File: src/rtl/core/sfc_pkg.sv
// Package with shared types, codes and helper functions of the stuffed frame CRC-16 checker.
`timescale 1ns / 1ps
`default_nettype none

package sfc_pkg;

	// Field widths.
	localparam int unsigned BYTE_W  = 8;
	localparam int unsigned CRC_W   = 16;
	localparam int unsigned COUNT_W = 16;
	localparam int unsigned KIND_W  = 2;

	// Configuration port.
	localparam int unsigned CFG_IDX_W  = 2;
	localparam int unsigned CFG_DATA_W = 16;

	localparam logic [CFG_IDX_W-1:0] CFG_FLAG   = 2'd0;
	localparam logic [CFG_IDX_W-1:0] CFG_ESCAPE = 2'd1;
	localparam logic [CFG_IDX_W-1:0] CFG_POLY   = 2'd2;

	// Reset values of the configuration registers.
	localparam logic [BYTE_W-1:0] FLAG_RESET   = 8'h61;
	localparam logic [BYTE_W-1:0] ESCAPE_RESET = 8'h62;
	localparam logic [CRC_W-1:0]  POLY_RESET   = 16'h6113;

	// Result kinds.
	localparam logic [KIND_W-1:0] KIND_DATA    = 2'd0;
	localparam logic [KIND_W-1:0] KIND_VERDICT = 2'd1;
	localparam logic [KIND_W-1:0] KIND_DISCARD = 2'd2;

	// Parser modes.
	typedef enum logic [2:0] {
		MODE_AWAIT_OPEN  = 3'd0,
		MODE_IN_FRAME    = 3'd1,
		MODE_AFTER_CLOSE = 3'd2,
		MODE_HUNT        = 3'd3,
		MODE_HUNT_SKIP   = 3'd4,
		MODE_HUNT_FLAG   = 3'd5
	} mode_t;

	typedef struct packed {
		logic [BYTE_W-1:0] rx_byte;
		logic              end_of_stream;
	} in_item_t;

	typedef struct packed {
		logic [KIND_W-1:0]  kind;
		logic [BYTE_W-1:0]  data_byte;
		logic               crc_ok;
		logic [COUNT_W-1:0] data_count;
		logic [COUNT_W-1:0] escape_count;
	} out_item_t;

	typedef struct packed {
		logic [BYTE_W-1:0] flag_value;
		logic [BYTE_W-1:0] escape_value;
		logic [CRC_W-1:0]  crc_poly_low;
	} cfg_regs_t;

	// Saturating increment of a frame count.
	function automatic logic [COUNT_W-1:0] sat_inc(input logic [COUNT_W-1:0] v);
		sat_inc = (&v) ? v : v + 1'b1;
	endfunction

	// Bit permutation: old bits 7,3,6,2,5,1,4,0 go to positions 7..0.
	function automatic logic [BYTE_W-1:0] permute_byte(input logic [BYTE_W-1:0] b);
		permute_byte = {b[7], b[3], b[6], b[2], b[5], b[1], b[4], b[0]};
	endfunction

endpackage

`default_nettype wire

File: src/rtl/core/sfc_crc_byte.sv
// One-byte MSB-first CRC-16 update with a programmable generator.
`timescale 1ns / 1ps
`default_nettype none

module sfc_crc_byte
	import sfc_pkg::*;
(
	input  wire logic [CRC_W-1:0]  crc,
	input  wire logic [BYTE_W-1:0] data,
	input  wire logic [CRC_W-1:0]  poly,
	output logic [CRC_W-1:0]       crc_next
);

	// Eight shift steps of the long division, unrolled into XOR logic.
	always_comb begin
		logic [CRC_W-1:0] c;
		c = crc ^ {data, {(CRC_W-BYTE_W){1'b0}}};
		for (int i = 0; i < BYTE_W; i++) begin
			if (c[CRC_W-1]) begin
				c = {c[CRC_W-2:0], 1'b0} ^ poly;
			end else begin
				c = {c[CRC_W-2:0], 1'b0};
			end
		end
		crc_next = c;
	end

endmodule

`default_nettype wire

File: src/rtl/core/sfc_parser.sv
// Frame parser: deframing state machine, delay line, counts and CRC register.
`timescale 1ns / 1ps
`default_nettype none

module sfc_parser
	import sfc_pkg::*;
(
	input  wire logic      clk,
	input  wire logic      arst_n,
	input  wire logic      step,
	input  wire in_item_t  item,
	input  wire cfg_regs_t cfg,
	output logic           res_valid,
	output out_item_t      res
);

	mode_t              mode_q, mode_d;
	logic               esc_q, esc_d;
	logic [BYTE_W-1:0]  held0_q, held0_d, held1_q, held1_d;
	logic [1:0]         held_cnt_q, held_cnt_d;
	logic [CRC_W-1:0]   crc_q, crc_d, crc_fed;
	logic [COUNT_W-1:0] dcnt_q, dcnt_d, ecnt_q, ecnt_d;
	logic [CRC_W-1:0]   sum;
	logic               is_flag, is_esc;

	// CRC update for the byte that leaves the delay line.
	sfc_crc_byte u_crc (
		.crc      (crc_q),
		.data     (permute_byte(held0_q)),
		.poly     (cfg.crc_poly_low),
		.crc_next (crc_fed)
	);

	assign is_flag = (item.rx_byte == cfg.flag_value);
	assign is_esc  = (item.rx_byte == cfg.escape_value);

	// Received checksum; missing bytes of a short frame read as zero.
	always_comb begin
		case (held_cnt_q)
			2'd2:    sum = {held0_q, held1_q};
			2'd1:    sum = {{(CRC_W-BYTE_W){1'b0}}, held0_q};
			default: sum = '0;
		endcase
	end

	// State register.
	always_ff @(posedge clk or negedge arst_n) begin
		if (!arst_n) begin
			mode_q     <= MODE_AWAIT_OPEN;
			esc_q      <= 1'b0;
			held0_q    <= '0;
			held1_q    <= '0;
			held_cnt_q <= '0;
			crc_q      <= '0;
			dcnt_q     <= '0;
			ecnt_q     <= '0;
		end else if (step) begin
			mode_q     <= mode_d;
			esc_q      <= esc_d;
			held0_q    <= held0_d;
			held1_q    <= held1_d;
			held_cnt_q <= held_cnt_d;
			crc_q      <= crc_d;
			dcnt_q     <= dcnt_d;
			ecnt_q     <= ecnt_d;
		end
	end

	// Next state and result for the item in the input register.
	always_comb begin
		mode_d     = mode_q;
		esc_d      = esc_q;
		held0_d    = held0_q;
		held1_d    = held1_q;
		held_cnt_d = held_cnt_q;
		crc_d      = crc_q;
		dcnt_d     = dcnt_q;
		ecnt_d     = ecnt_q;
		res_valid  = 1'b0;
		res        = '0;

		if (item.end_of_stream) begin
			mode_d     = MODE_AWAIT_OPEN;
			esc_d      = 1'b0;
			held0_d    = '0;
			held1_d    = '0;
			held_cnt_d = '0;
			crc_d      = '0;
			dcnt_d     = '0;
			ecnt_d     = '0;
		end else begin
			unique case (mode_q)
				MODE_AWAIT_OPEN: begin
					esc_d      = 1'b0;
					held0_d    = '0;
					held1_d    = '0;
					held_cnt_d = '0;
					crc_d      = '0;
					dcnt_d     = '0;
					ecnt_d     = '0;
					mode_d     = MODE_IN_FRAME;
				end
				MODE_IN_FRAME: begin
					if (!esc_q && is_esc) begin
						esc_d  = 1'b1;
						ecnt_d = sat_inc(ecnt_q);
					end else if (!esc_q && is_flag) begin
						res_valid        = 1'b1;
						res.kind         = KIND_VERDICT;
						res.crc_ok       = (crc_q == sum);
						res.data_count   = dcnt_q;
						res.escape_count = ecnt_q;
						mode_d           = MODE_AFTER_CLOSE;
					end else begin
						esc_d = 1'b0;
						if (held_cnt_q == 2'd0) begin
							held0_d    = item.rx_byte;
							held_cnt_d = 2'd1;
						end else if (held_cnt_q == 2'd1) begin
							held1_d    = item.rx_byte;
							held_cnt_d = 2'd2;
						end else begin
							held0_d       = held1_q;
							held1_d       = item.rx_byte;
							crc_d         = crc_fed;
							dcnt_d        = sat_inc(dcnt_q);
							res_valid     = 1'b1;
							res.kind      = KIND_DATA;
							res.data_byte = held0_q;
						end
					end
				end
				MODE_AFTER_CLOSE: begin
					if (is_flag) begin
						esc_d      = 1'b0;
						held0_d    = '0;
						held1_d    = '0;
						held_cnt_d = '0;
						crc_d      = '0;
						dcnt_d     = '0;
						ecnt_d     = '0;
						mode_d     = MODE_IN_FRAME;
					end else begin
						res_valid        = 1'b1;
						res.kind         = KIND_DISCARD;
						res.data_count   = dcnt_q;
						res.escape_count = ecnt_q;
						mode_d           = MODE_HUNT;
					end
				end
				MODE_HUNT: begin
					if (is_esc) begin
						mode_d = MODE_HUNT_SKIP;
					end else if (is_flag) begin
						mode_d = MODE_HUNT_FLAG;
					end
				end
				MODE_HUNT_SKIP: begin
					mode_d = MODE_HUNT;
				end
				MODE_HUNT_FLAG: begin
					if (is_flag) begin
						esc_d      = 1'b0;
						held0_d    = '0;
						held1_d    = '0;
						held_cnt_d = '0;
						crc_d      = '0;
						dcnt_d     = '0;
						ecnt_d     = '0;
						mode_d     = MODE_IN_FRAME;
					end else begin
						mode_d = MODE_HUNT;
					end
				end
				default: begin
					mode_d     = MODE_AWAIT_OPEN;
					esc_d      = 1'b0;
					held0_d    = '0;
					held1_d    = '0;
					held_cnt_d = '0;
					crc_d      = '0;
					dcnt_d     = '0;
					ecnt_d     = '0;
				end
			endcase
		end
	end

endmodule

`default_nettype wire

File: src/rtl/core/sfc_out_reg.sv
// Result register that holds one beat until the downstream side takes it.
`timescale 1ns / 1ps
`default_nettype none

module sfc_out_reg
	import sfc_pkg::*;
(
	input  wire logic      clk,
	input  wire logic      arst_n,
	input  wire logic      load,
	input  wire out_item_t load_data,
	output logic           can_load,
	output logic           out_valid,
	input  wire logic      out_stall,
	output out_item_t      out_data
);

	logic      valid_q;
	out_item_t data_q;

	// Free when empty or when the held beat leaves in this cycle.
	assign can_load  = !valid_q || !out_stall;
	assign out_valid = valid_q;
	assign out_data  = data_q;

	// Valid flag.
	always_ff @(posedge clk or negedge arst_n) begin
		if (!arst_n) begin
			valid_q <= 1'b0;
		end else if (can_load) begin
			valid_q <= load;
		end
	end

	// Payload.
	always_ff @(posedge clk) begin
		if (can_load && load) begin
			data_q <= load_data;
		end
	end

endmodule

`default_nettype wire

File: src/rtl/core/stuffed_frame_crc16_checker_top.sv
// A beat passes from the input register through the parser into the result register.
// One beat per cycle is taken while in_stall is low, via combinational parser and CRC.
// The input register and the result register each hold one beat; stall of the output
// side reaches the input side only while both are full.
// Reset (arst_n low, asynchronous): registers return to 0x61, 0x62 and 0x6113, the parser
// takes its first byte as the opening flag, and no beat is held on either side.
`timescale 1ns / 1ps
`default_nettype none

module stuffed_frame_crc16_checker_top
	import sfc_pkg::*;
(
	input  wire logic                  clk,
	input  wire logic                  arst_n,
	input  wire logic                  in_valid,
	output logic                       in_stall,
	input  wire in_item_t              in_data,
	output logic                       out_valid,
	input  wire logic                  out_stall,
	output out_item_t                  out_data,
	input  wire logic                  cfg_valid,
	output logic                       cfg_ready,
	input  wire logic [CFG_IDX_W-1:0]  cfg_index,
	input  wire logic [CFG_DATA_W-1:0] cfg_data
);

	cfg_regs_t cfg_q;
	in_item_t  in_s1;
	logic      valid_s1;
	logic      step;
	logic      can_load;
	logic      res_valid;
	out_item_t res;

	assign cfg_ready = 1'b1;

	// Configuration register writes.
	always_ff @(posedge clk or negedge arst_n) begin
		if (!arst_n) begin
			cfg_q.flag_value   <= FLAG_RESET;
			cfg_q.escape_value <= ESCAPE_RESET;
			cfg_q.crc_poly_low <= POLY_RESET;
		end else if (cfg_valid && cfg_ready) begin
			unique case (cfg_index)
				CFG_FLAG:   cfg_q.flag_value   <= cfg_data[BYTE_W-1:0];
				CFG_ESCAPE: cfg_q.escape_value <= cfg_data[BYTE_W-1:0];
				CFG_POLY:   cfg_q.crc_poly_low <= cfg_data[CRC_W-1:0];
				default:    ;
			endcase
		end
	end

	// The input beat is processed once the result register can take its outcome.
	assign step     = valid_s1 && can_load;
	assign in_stall = valid_s1 && !can_load;

	// Input register valid flag.
	always_ff @(posedge clk or negedge arst_n) begin
		if (!arst_n) begin
			valid_s1 <= 1'b0;
		end else if (!in_stall) begin
			valid_s1 <= in_valid;
		end
	end

	// Input register payload.
	always_ff @(posedge clk) begin
		if (!in_stall && in_valid) begin
			in_s1 <= in_data;
		end
	end

	sfc_parser u_parser (
		.clk       (clk),
		.arst_n    (arst_n),
		.step      (step),
		.item      (in_s1),
		.cfg       (cfg_q),
		.res_valid (res_valid),
		.res       (res)
	);

	sfc_out_reg u_out (
		.clk       (clk),
		.arst_n    (arst_n),
		.load      (step && res_valid),
		.load_data (res),
		.can_load  (can_load),
		.out_valid (out_valid),
		.out_stall (out_stall),
		.out_data  (out_data)
	);

endmodule

`default_nettype wire
File: config.mk
export PLATFORM = sky130hd
export DESIGN_NAME = stuffed_frame_crc16_checker_top
export DESIGN_NICKNAME = d
export VERILOG_FILES = /design/src/rtl/core/sfc_pkg.sv /design/src/rtl/core/sfc_crc_byte.sv /design/src/rtl/core/sfc_parser.sv /design/src/rtl/core/sfc_out_reg.sv /design/src/rtl/core/stuffed_frame_crc16_checker_top.sv
export SDC_FILE = /design/constraint.sdc
export NUM_CORES = 1
export LEC_CHECK = 0
export BUFFER_PORTS_ARGS = -buffer_cell sky130_fd_sc_hd__buf_2
export CORE_MARGIN = 1.5
export CORE_UTILIZATION = 62
export CTS_CLUSTER_SIZE = 12
export DETAILED_ROUTE_END_ITERATION = 16
export PLACE_DENSITY_LB_ADDON = 0.08
export SLEW_MARGIN = 20
export SYNTH_ARGS = -nofsm -noshare
export SYNTH_HDL_FRONTEND = slang
export SYNTH_HIERARCHICAL = 1
export SYNTH_SLANG_ARGS = --single-unit
File: constraint.sdc
create_clock -name clk -period 4.4 [get_ports clk]
set_input_delay 1.1 -clock clk [delete_from_list [all_inputs] [get_ports clk]]
set_output_delay 1.1 -clock clk [all_outputs]
set_load 0.1 [all_outputs]
# Word level (Yosys, flattened, before mapping)
# Cells that the tools add are included.
# classes
add_sub_neg,2
mux,75
bitwise,11
reduce_logical,33
n_eq_ne,26
# op_table
cell,n
2-to-1 mux 16 bit,23
case mux 16 bit (3 select lines),3
bitwise XOR 16 bit,9
2-to-1 mux 8 bit,12
case mux 32 bit (2 select lines),1
case mux 8 bit (3 select lines),2
2-to-1 mux 43 bit,1
2-to-1 mux 33 bit,1
"adder 16 x 1 -> 16 bit, second input constant",2
2-to-1 mux 32 bit,1
case mux 16 bit (2 select lines),1
AND reduction 16 bit,2
2-to-1 mux 2 bit,9
"!= test 3 bit, second input constant",6
AND reduction 6 bit,3
equality test 16 bit,1
equality test 8 bit,2
2-to-1 mux 3 bit,5
case mux 3 bit (5 select lines),1
2-to-1 mux 1 bit,10
2-to-1 mux 10 bit,1
"!= test 4 x 2 -> 1 bit, second input constant",2
"!= test 4 x 3 -> 1 bit, second input constant",2
AND reduction 4 bit,2
other kinds (25),45
# totals
register_bits,156
in_bits,32

# Depth between registers and ports, before layout
# depth
depth_word,23
mapped_depth,15
mapped_depth_nobuf,12

# Hierarchy
# The synthesis kept the hierarchy.
# modules_own_cells
mod,area_per_inst_um2,seq_area_each_um2,instances,cells_per_inst
sfc_parser,4760.8,1751.7,1,540
sfc_crc_byte,2897.8,0.0,1,383
stuffed_frame_crc16_checker_top,1579.0,1111.1,1,86
sfc_out_reg,1338.8,1316.3,1,47

# Worst setup path after synthesis
# No wires, ideal clock.
# synth_path
kind,reg-to-reg
start,reg u_parser.held0_q[7]
end,reg u_parser.crc_q[10]
path_slack_ns,0.700
t_arrival_ns,3.578
n_path_buf,2
synth_period_minus_slack_ns,3.700
path_stages_with_launch,15
t_required_ns,4.278
setup_ns,0.122
cell_sequence,dfrtp_1 -> xor2_2 -> buf_4 -> nand2_2 -> xnor3_2 -> xnor2_1 -> a21oi_1 -> or3_4 -> a311oi_4 -> or2_4 -> buf_12 -> o21ai_2 -> xnor3_1 -> xor2_1 -> a32o_1
# synth_between
elab_chain_cells,22
# synth_rtl
element,line,source
from (decl),sfc_parser.sv:19,"logic [BYTE_W-1:0] held0_q, held0_d, held1_q, held1_d;"
from (signal assigned),sfc_parser.sv:60,held0_q <= held0_d;
bitwise XOR 16 bit *,sfc_crc_byte.sv:17,"c = crc ^ {data, {(CRC_W-BYTE_W){1'b0}}};"
2-to-1 mux 16 bit *,sfc_crc_byte.sv:19,if (c[CRC_W-1]) begin
bitwise XOR 16 bit,sfc_crc_byte.sv:20,"c = {c[CRC_W-2:0], 1'b0} ^ poly;"
2-to-1 mux 16 bit *,sfc_crc_byte.sv:19,
bitwise XOR 16 bit,sfc_crc_byte.sv:20,
2-to-1 mux 16 bit *,sfc_crc_byte.sv:19,
bitwise XOR 16 bit,sfc_crc_byte.sv:20,
2-to-1 mux 16 bit *,sfc_crc_byte.sv:19,
[... 7 more ...],-,
2-to-1 mux 16 bit *,sfc_crc_byte.sv:19,
via u_parser.crc_fed[10],sfc_parser.sv:21,"logic [CRC_W-1:0] crc_q, crc_d, crc_fed;"
2-to-1 mux 16 bit *,sfc_parser.sv:119,end else if (held_cnt_q == 2'd1) begin
2-to-1 mux 16 bit *,sfc_parser.sv:116,if (held_cnt_q == 2'd0) begin
2-to-1 mux 16 bit *,sfc_parser.sv:107,end else if (!esc_q && is_flag) begin
2-to-1 mux 16 bit *,sfc_parser.sv:104,if (!esc_q && is_esc) begin
case mux 16 bit (3 select lines) *,sfc_parser.sv:92,unique case (mode_q)
2-to-1 mux 16 bit *,sfc_parser.sv:82,if (item.end_of_stream) begin
to (signal assigned),sfc_parser.sv:63,crc_q <= crc_d;
to (decl),sfc_parser.sv:21,
# The timed path passes the listed nets; every way through them passes the cells marked *. The select of a mux whose other input is x is not followed.
# A chain may end at the register's enable or synchronous reset.

# Worst setup path in the final report
# layout_path
start,reg u_parser.held0_q[6]
end,reg u_parser.crc_q[4]
# layout_between
elab_chain_cells,21
# layout_rtl
element,line
bitwise XOR 16 bit *,sfc_crc_byte.sv:17
bitwise XOR 16 bit,sfc_crc_byte.sv:20
2-to-1 mux 16 bit *,sfc_crc_byte.sv:19
bitwise XOR 16 bit,sfc_crc_byte.sv:20
2-to-1 mux 16 bit * (3 in series),sfc_crc_byte.sv:19
bitwise XOR 16 bit or 2-to-1 mux 16 bit (tied branches),"sfc_crc_byte.sv:20, sfc_crc_byte.sv:19"
2-to-1 mux 16 bit *,sfc_crc_byte.sv:19
bitwise XOR 16 bit or 2-to-1 mux 16 bit (tied branches),"sfc_crc_byte.sv:20, sfc_crc_byte.sv:19"
[... 4 more ...],-
2-to-1 mux 16 bit *,sfc_crc_byte.sv:19
via u_parser.crc_fed[4],sfc_parser.sv:21
2-to-1 mux 16 bit *,sfc_parser.sv:119
2-to-1 mux 16 bit *,sfc_parser.sv:116
2-to-1 mux 16 bit *,sfc_parser.sv:107
2-to-1 mux 16 bit *,sfc_parser.sv:104
case mux 16 bit (3 select lines) *,sfc_parser.sv:92
2-to-1 mux 16 bit *,sfc_parser.sv:82
# Marked as above.

==> metrics <==
slowest cell delay on critical path=between 0.5 and 0.6 ns; H-Tree Depth=4; DRC=0; GRT Total Usage=around 28%; Rel. slew slack=44.4%; initial drt markers=817; Pre-antenna DRT Iters=5; crit-path max FO=14; CTS Buffer Depth=2; Die Y=about 130 µm; library cells used by synthesis=slightly above 100; most common flop cell mapped by yosys=dfrtp_1; CP Data Required Time=~4.7 ns; fin crit period=4.13 ns; number of global-route vias before repair=around 7.8k; initial core utilization=63.6%; top post-synthesis cells by area=dfrtp_1, edfxtp_1, xnor2_1, nand2_1, mux2_2; largest net degree at the start of global routing=50; CTS Buf Count=17; Inserted Diodes=0; postcts setup bufs=0; crit path capture type=flip-flop; #FFs+latches synth=156; clock root buffer=clkbuf_16; # setup viols final=0; Setup Skew=~0.012 ns; final hold slack=around 0.51 ns; row count=47; Pins Over Slew Limit=0; final core occ=between 60% and 70%; total grt overflow=0; Synth top area share=a little over a fifth; clock sink count=~160; post-CTS sizing=0; WS Path Type=reg -> reg; synthesis-to-layout area growth=9.49%; TritonCTS clock tree=done; Worst-Margin Slew=roughly 0.83 ns; Critical-path top delay cell=dfrtp_1; synthesized instance count=around 1.1k; Clk Latency, worst-skew pair=0.44 ns; number of synthesized flops with an enable pin=52; vias per cell=between 6 and 7; leading cell type in the layout, fill and taps excluded=nand2_1; DRT Wirelength=between 20 and 25 mm; status=completed; number of synthesis warnings=6; Clock Pin Slew Worst Setup and Hold Paths=around 0.070 ns; net count after synthesis=roughly 1.1k; antenna violations before repair=0; Syn Area/Cell=10.0 µm²; full die area=between 0.015 and 0.02 mm²; # port buffers=76; RSZ-0062 raised after global routing=false; sequential fraction of the synthesis area=39.5%; Post-CTS Hold Fix Bufs=0; buffers and inverters on the worst path=0; top cell type by total area after synthesis=dfrtp_1; layout cells sized above 1=between 20% and 30%; cell family with most CP delay=XOR/XNOR gates; via count=approximately 8.4k; Max Fclk=0.242 GHz; part of the cycle the worst path needs=about 94%; Worst Setup Start Kind=flip-flop; ANT nets after route=0; DP HPWL=roughly 17 mm; most frequent cells in the layout=nand2_1, xnor2_1, dfrtp_1, buf_2, nor2_1; drt wl/cell=around 18 µm; setup TNS=0 ns; cells along the critical path=xor2_4 > xnor2_2 > xnor3_2 > xnor2_1 > a21oi_1 > or3_4 > a311oi_4 > or2_4 > o21ai_1 > xnor3_1 > xor2_1 > a32o_1; maxcap violations=0; global-route wire length before repair=slightly above 40 mm; Final Hold Fails=0; Worst Path Arrival=4.45 ns; Nets=between 1k and 1.5k; top-level I/O count=between 70 and 80; gpl congestion=approximately 0.87; core area=roughly 0.017 mm²; Min-Delay Path Class=reg -> reg; Post-synth ARST share=66.7%; Mapped Area=0.0106 mm²; Die Width=134 µm
==> per-layer routing <==
layer / share of wire [%] / vias up / global-route usage, %
met2: 45 / 323 / 43.2
met3: 6.6 / 42 / 4.95
met4: 2.5 / 0 / 10.0
met1: 46 / 4059 / 41.3
li1: - / 3942 / -
met5: 0 / - / 0
==> synthesized netlist by cell type, drive strengths merged, types with 5 or more instances <==
library cell	number
mux2i	11
a31oi	14
nand2b	7
o2111ai	15
dfrtp	92
xnor2	95
ha	5
or3	5
o32ai	7
a22oi	9
a211oi	6
o21ai	47
o31ai	27
mux2	32
buf	35
a21o	5
edfxtp	52
o211ai	14
xnor3	16
a21oi	18
and2	47
nor2	61
dfstp	12
clkbuf	43
nand2	139
a22o	8
inv	14
o22a	12
nand3	42
or2	6
a32o	17
xor2	26
and3	16
nor3	19
and4	7
nand4	18
==> flip-flops by register name, indices dropped and copies added, names as in the netlist <==
register / cells
valid_s1: 1
u_parser/held_cnt_q: 2
u_parser/crc_q: 16
u_parser/dcnt_q: 16
in_s1: 9
u_parser/ecnt_q: 16
u_parser/held0_q: 8
u_parser/mode_q: 3
u_out/out_valid: 1
cfg_q: 32
u_parser/esc_q: 1
u_parser/held1_q: 8
u_out/out_data: 43
==> stage by stage <==
| stage | instance area [µm²] | setup WS [ns] | instances |
|---|---|---|---|
| 6_report | 11600 | 0.267 | 1334 |
| 5_1_grt | 11600 | 0.0528 | 1334 |
| 4_1_cts | 11600 | 0.302 | 1334 |
| 3_5_place_dp | 11000 | 0.315 | 1302 |
| 3_3_place_gp | 11000 | 0.398 | 1302 |
| 2_1_floorplan | 10600 | 0.700 | 1056 |
==> cell families (layout without fill, tap and decap cells) <==
logic type	count (synthesis)	count (layout)	synth area share, %
adders and majority gates	5	5	0.592
other	1	1	0.0355
DFF	156	156	39.5
muxes	43	43	4.45
buffers and inverters	94	152	5.06
xor gates and xnor gates	139	139	14.4
AOI/OAI and AO/OA	230	230	16.8
and+or+nand+nor	388	388	19.2
==> final timing paths <==
path                       cells after the start           startpoint  slack (ns)            endpoint
min in group asynchronous                      1               arst_n        0.71           cfg_q[12]
max reg2reg                                   12  u_parser/held0_q[6]        0.27   u_parser/crc_q[4]
max                                           12  u_parser/held0_q[6]        0.27   u_parser/crc_q[4]
min reg2reg                                    1   u_parser/dcnt_q[8]        0.51  u_parser/dcnt_q[8]
max in group asynchronous                      2               arst_n        2.88           cfg_q[22]
min                                            1   u_parser/dcnt_q[8]        0.51  u_parser/dcnt_q[8]
==> final cells by class <==
cell class	instances	area (µm²)
Sequential cell	156	4180
Fill cell	1315	5060
Multi-Input combinational cell	806	5870
Tap cell	220	275
Clock buffer	20	447
Clock inverter	12	153
Inverter	15	56.3
Timing Repair Buffer	105	601
Power is left out: the tool's default activity adds up to more than one toggle a clock period on the data nets, which glitch-free logic cannot reach.
